==> src/rtl/hds_pkg.sv <==
`default_nettype none
package hds_pkg;

  localparam int TEMP_W  = 26;
  localparam int COORD_W = 9;
  localparam int LAMBDA_W = 16;
  localparam int COUNT_W = 32;
  localparam int GRID_W_DEF = 64;
  localparam int GRID_H_DEF = 64;
  localparam logic [TEMP_W-1:0] TEMP_MAX = {TEMP_W{1'b1}};

  localparam logic [1:0] REQ_INIT = 2'd0;
  localparam logic [1:0] REQ_STEP = 2'd1;
  localparam logic [1:0] REQ_READ = 2'd2;

  localparam logic [2:0] REG_LAMBDA_X = 3'd0;
  localparam logic [2:0] REG_LAMBDA_Y = 3'd1;
  localparam logic [2:0] REG_SOURCE   = 3'd2;
  localparam logic [2:0] REG_AMBIENT  = 3'd3;
  localparam logic [2:0] REG_CENTER_X = 3'd4;
  localparam logic [2:0] REG_CENTER_Y = 3'd5;
  localparam logic [2:0] REG_RADIUS   = 3'd6;

  typedef struct packed {
    logic [TEMP_W-1:0] t;
    logic [TEMP_W-1:0] l;
    logic [TEMP_W-1:0] r;
    logic [TEMP_W-1:0] u;
    logic [TEMP_W-1:0] d;
  } hds_nbhd_t;

endpackage
`default_nettype wire

==> src/rtl/hds_cell_alu.sv <==
`default_nettype none
module hds_cell_alu import hds_pkg::*; (
  input  wire                     clk,
  input  wire                     rst,
  input  wire                     start,
  input  wire hds_nbhd_t          nbhd,
  input  wire  [LAMBDA_W-1:0]     lambda_x,
  input  wire  [LAMBDA_W-1:0]     lambda_y,
  output logic                    done,
  output logic [TEMP_W-1:0]       result
);

  localparam int DW = TEMP_W + 2;
  localparam int PW = DW + LAMBDA_W + 1;

  logic                 v0, v1;
  logic [TEMP_W-1:0]    t0, t1;
  logic signed [DW-1:0] dxx, dyy;
  logic signed [PW-1:0] px, py;
  logic signed [31:0]   sum;

  assign sum = $signed({6'b0, t1}) + 32'(px >>> 16) + 32'(py >>> 16);

  always_ff @(posedge clk) begin
    if (rst) begin
      v0 <= 1'b0;
      v1 <= 1'b0;
      done <= 1'b0;
    end else begin
      v0 <= start;
      v1 <= v0;
      done <= v1;
    end
    t0 <= nbhd.t;
    dxx <= $signed({2'b0, nbhd.l}) + $signed({2'b0, nbhd.r}) - $signed({1'b0, nbhd.t, 1'b0});
    dyy <= $signed({2'b0, nbhd.u}) + $signed({2'b0, nbhd.d}) - $signed({1'b0, nbhd.t, 1'b0});
    t1 <= t0;
    px <= dxx * $signed({1'b0, lambda_x});
    py <= dyy * $signed({1'b0, lambda_y});
    if (sum < 0) begin
      result <= '0;
    end else if (sum > $signed({6'b0, TEMP_MAX})) begin
      result <= TEMP_MAX;
    end else begin
      result <= sum[TEMP_W-1:0];
    end
  end

endmodule
`default_nettype wire
==> config.mk <==
export PLATFORM = sky130hd
export DESIGN_NAME = hds_cell_alu
export DESIGN_NICKNAME = d
export VERILOG_FILES = /design/src/rtl/hds_pkg.sv /design/src/rtl/hds_cell_alu.sv
export SDC_FILE = /design/constraint.sdc
export NUM_CORES = 2
export LEC_CHECK = 0
export BUFFER_PORTS_ARGS = -buffer_cell sky130_fd_sc_hd__buf_2
export CORE_AREA = 2 2 264 266
export DETAILED_ROUTE_END_ITERATION = 7
export DIE_AREA = 0 0 266 268
export GPL_TIMING_DRIVEN = 0
export HOLD_SLACK_MARGIN = 0.08
export PLACE_DENSITY_LB_ADDON = 0.12
export RECOVER_POWER = 50
export REMOVE_ABC_BUFFERS = 1
export SLEW_MARGIN = 40
export SYNTH_ARGS = -nofsm -noshare
export SYNTH_HDL_FRONTEND = slang
export SYNTH_SLANG_ARGS = --single-unit
==> constraint.sdc <==
create_clock -name clk -period 18.26 [get_ports clk]
set_clock_uncertainty 0.1 [all_clocks]
set_input_delay 0.913 -clock clk [delete_from_list [all_inputs] [get_ports clk]]
set_output_delay 0.913 -clock clk [all_outputs]
set_load 0.1 [all_outputs]
# --- Yosys cells after proc, flatten, opt, wreduce, memory -nomap -nowiden ---
# Cells that the tools add are included.
totals:
  reg_bits: 227
  in_bits: 165
  elab_cells: 21
classes:
  addsub: 6
  multipliers: 2
  n_lt_le_gt_ge: 2
  muxes: 1
op_table:
  columns: ["cell", "n"]
  rows:
  - ["$mul 28x17->45", 2]
  - ["$sub 27x27->28", 2]
  - ["$add 26x26->27", 2]
  - ["$add 30x29->31", 1]
  - ["$gt 31x27->1 const B", 1]
  - ["$lt 31x1->1 const B", 1]
  - ["$add 27x29->30", 1]
  - ["$mux 26", 1]

# --- Longest topological paths before layout ---
depth:
  word_depth: 4
  depth_mapped: 26
  mapped_depth_nobuf: 25

# --- Worst setup path before layout ---
# No wires, ideal clock.
synth_path:
  path_type: "input port to flip-flop"
  startpoint: "input port lambda_x[8]"
  endpoint: "register px[34]"
  setup_ps: 72
  t_arrival_ps: 7014
  slack_ps: 11074
  path_stages: 25
  path_cell_list: "clkbuf_1 > clkbuf_1 > nand2_1 > fa_1 > inv_1 > fa_1 > inv_1 > fa_1 > inv_1 > fa_1 > fa_1 > inv_1 > fa_1 > inv_1 > ha_1 > a21oi_1 > o221ai_1 > o21ai_0 > o311a_1 > a21oi_1 > or4b_2 > a31oi_1 > o21ai_0 > nor2_1 > xnor2_1"
synth_between:
  elab_chain_cells: 1
synth_lines:
  columns: ["element", "line", "source"]
  rows:
  - ["start, declared", "hds_cell_alu.sv:7", "input wire [LAMBDA_W-1:0] lambda_x,"]
  - ["$mul 28x17->45", "hds_cell_alu.sv:38", "px <= dxx * $signed({1'b0, lambda_x});"]
  - ["end signal, assigned", "hds_cell_alu.sv:38", null]
  - ["end, declared", "hds_cell_alu.sv:19", "logic signed [PW-1:0] px, py;"]
# Every way passes these cells.
# A chain may end at the register's enable or synchronous reset.

# --- Worst setup path in the final report ---
layout_path:
  startpoint: "input port lambda_y[8]"
  endpoint: "register py[44]"
layout_between:
  elab_chain_cells: 1
layout_lines:
  columns: ["element", "line", "source"]
  rows:
  - ["start, declared", "hds_cell_alu.sv:8", "input wire [LAMBDA_W-1:0] lambda_y,"]
  - ["$mul 28x17->45", "hds_cell_alu.sv:39", "py <= dyy * $signed({1'b0, lambda_y});"]
  - ["end signal, assigned", "hds_cell_alu.sv:39", null]
  - ["end, declared", "hds_cell_alu.sv:19", null]
# Every way passes these cells.

==> results.yml <==
cells_and_area:
  multi_input_area_um2: 31700
  post_layout_instance_count_excluding_filler_cells: 5440
  area_delta_synth_final_pct: 4.94
  final-seq-area_um2: 3920
  antenna_cells_inserted: 0
  fillers: 5968
  post_route_cells_drive_above_1_share: 0.0419
  num-nets-final: 5949
clock_tree:
  cts.hold.buffers_added: 0
  worstSkewPairLatency_ps: 450
  clock_path_buffers: 2
  cts_tree: "built"
  reg_clk_slew_reported_paths_ps: 80
  cts_resized: 0
  post-cts-setup-buffers: 0
  htree_levels: 4
  tritoncts.num_buffers: 17
  clockRootBuffer: "clkbuf_16"
  clock_sink_count: 195
sta:
  final-max-slew-violation-count: 0
  timing.final.hold_violations: 0
  setup_tns_after_final_layout_ps: 0
  achievable-frequency_mhz: 127
  finalCriticalPeriod_ps: 7850
  setup_repair_after_global_routing_missed_its_margin: "false"
  setup_violations: 0
  finalCritPeriodShare: 0.430
  worstMarginPinSlew_ps: 1290
  maxSlewHeadroom: 0.141
synthesis:
  synth_seq_cells: 195
  synthDominantCellAreaShare: 0.460
  distinct_cells_synth: 67
  share_of_the_synthesized_area_in_compound_gates_ao_oa_aoi_oai: 0.0589
  arithmetic_cell_share_of_the_synthesized_area_counting_full_adders_half_adders_and_majority_gates: 0.552
  synth_top_family_by_area: "adder cells"
  synth_seq_area_share: 0.0956
  synth_xor_xnor_area_share: 0.0300
  ys_dominant_reg_cell: "dfxtp_1"
  post_synth_design_cell_area_um2: 40800
  synth_enable_flop_cells: 0
  asyncSetResetFlopFracSynth: 0
  synth_cells: 4489
  yosysWarnings: 0
  synthSimpleGateAreaFrac: 0.135
  synthTopCellsByArea: "fa_1 (46%), inv_1 (11%), dfxtp_1 (9.6%)"
  post_synth.cell_area_avg_um2: 9.10
  synth.area.mux_share: 0
  synth_largest_area_cell: "fa_1"
global_routing:
  global_route_wire_length_before_repair_um: 160000
  total_grt_overflow: 0
  grt_pass1_vias: 30800
  grt_max_degree: 29
  grt_usage: 0.290
  grt_antenna_before_repair: 1
critical_path:
  timing.critical_path.fanout_max: 28
  worst_setup_path_end_kind: "flop"
  critical_path_arrival_ps: 8080
  timing_worst_setup_path_type: "in -> reg"
  critPathLaunchType: "input port"
  cp.required_ps: 18490
run_status:
  run_status: "complete, no violations"
detailed_routing:
  avgRoutedWirePerCell_um: 17.8
  drt.antenna.violating_nets: 0
  drt-initial-drc-count: 1719
  vias_per_cell: 5.33
  via_count: 29000
  drt_wl_total_um: 96800
  drcViolationCount: 0
  drt_pre_antenna_iters: 7
floorplanning:
  floorplan.core_area_um2: 68200
  die_w_um: 266
  die-area_um2: 71300
  initial_utilization: 0.599
  rows: 96
  die_height_um: 268
  number_of_top_level_design_ports: 192
min_path:
  hold_class: "reg -> reg"
placed_design:
  detailedPlacementHpwl_um: 76600
  io_buffer_count: 191
  place_inst: 5408
  globalplace.congestion: 0.901
job:
  drv.max_cap_violation_count: 0
## cell usage after synthesis, drive strengths merged, types with 6 or more instances
cell type	n
o21bai	12
a211oi	13
dfxtp	195
nand3	23
nor3	21
o21ai	71
and3	11
nor2b	20
inv	1240
buf	7
ha	300
xor2	40
a21o	68
nand2b	17
o211ai	6
nand4	18
clkbuf	147
and4	6
xnor2	100
and2	368
nor2	73
a31oi	9
nand2	572
o21a	16
fa	939
a21oi	139
## through the flow
stage	hold slack, ps	area [µm²]	util	setup slack [ps]
after detailed placement	212	42300	0.620	10020
after floorplan	210	40200	-	11620
final	229	42900	0.628	10410
after global placement	211	42300	0.620	10040
after global routing	235	42900	0.628	10200
after CTS	230	42900	0.629	10490
## layer usage
layer | vias to the layer above | part of all wire | wire [µm] | track usage
met5 | - | 0 | 0 | 0
met4 | 0 | 0.026 | 2570 | 0.0814
met3 | 155 | 0.074 | 7200 | 0.0408
met2 | 954 | 0.48 | 46500 | 0.483
met1 | 14800 | 0.42 | 40500 | 0.400
li1 | 13200 | - | - | -
## flip-flops by register name, indices dropped and copies added, names as in the netlist
name    count
result     26
dyy        28
t0         26
done        1
v1          1
py         29
px         29
v0          1
t1         26
dxx        28
## cells in the final DEF (no fill, tap or decap), types with 3 or more instances in the layout
| master | netlist | routed |
|---|---|---|
| nand3_1 | 23 | 23 |
| inv_1 | 1240 | 1240 |
| a31oi_1 | 9 | 9 |
| fa_1 | 939 | 939 |
| buf_2 | 2 | 138 |
| nand2b_1 | 17 | 17 |
| o22ai_1 | 3 | 3 |
| o21bai_1 | 12 | 12 |
| a221oi_1 | 4 | 4 |
| nor2_1 | 73 | 73 |
| o21ai_0 | 67 | 67 |
| dfxtp_2 | 0 | 12 |
| inv_12 | 0 | 4 |
| clkinv_8 | 0 | 3 |
| ha_1 | 300 | 300 |
| o31ai_1 | 3 | 3 |
| o21a_1 | 16 | 16 |
| dfxtp_1 | 195 | 183 |
| nor3_1 | 21 | 21 |
| a21oi_1 | 139 | 139 |
| and4_1 | 6 | 6 |
| nand4_1 | 18 | 18 |
| clkbuf_1 | 147 | 53 |
| o211ai_1 | 5 | 6 |
| o41ai_1 | 3 | 3 |
| xor2_1 | 40 | 40 |
| clkbuf_16 | 0 | 17 |
| nand2_1 | 572 | 571 |
| a2111oi_0 | 3 | 3 |
| nor3b_1 | 3 | 3 |
| and2_1 | 368 | 368 |
| o21ai_1 | 4 | 4 |
| nor2b_1 | 20 | 20 |
| and3_1 | 11 | 10 |
| xnor2_1 | 100 | 100 |
| a211oi_1 | 12 | 13 |
| a2111o_1 | 3 | 3 |
| a21o_1 | 68 | 68 |
| inv_8 | 0 | 3 |
## final timing paths
check,start,endpoint,slack (ps),cells after the start
worst max-delay path,lambda_y[8],py[44],10410,22
worst min-delay path,t0[9],t1[9],230,0
worst max register to register,dyy[22],py[44],10660,21
worst min register to register,t0[9],t1[9],230,0
## logic make-up after synthesis
group	Yosys count
buffers and inverters	1394
AND/OR/NAND/NOR	1141
flip-flops	195
AO/OA/AOI/OAI	380
XOR/XNOR	140
adder cells (fa/ha/maj)	1239
## critical path, cell delays in order
cell      delay (ps)
buf_2            650
nand2_1          180
fa_1             570
inv_1             50
fa_1             490
fa_1             590
fa_1             460
fa_1             530
inv_1             60
fa_1             520
inv_1             50
ha_1             380
a21o_1           210
a21o_1           160
a221oi_1         420
o21ai_1          170
and4_1           230
nor3_1           570
a21oi_1          280
nand2_1          130
o21ai_0          110
xnor2_1          340
## final cells by class
cell class                      instances  area share
Tap cell                              882      0.0257
Timing Repair Buffer                  191      0.0208
Inverter                             1240       0.109
Clock inverter                         15     0.00441
Clock buffer                           17     0.00993
Sequential cell                       195      0.0914
Multi-Input combinational cell       2900       0.739
Power is not shown: default switching activity piles up to over one toggle a cycle in this logic, so the estimate is an artifact.
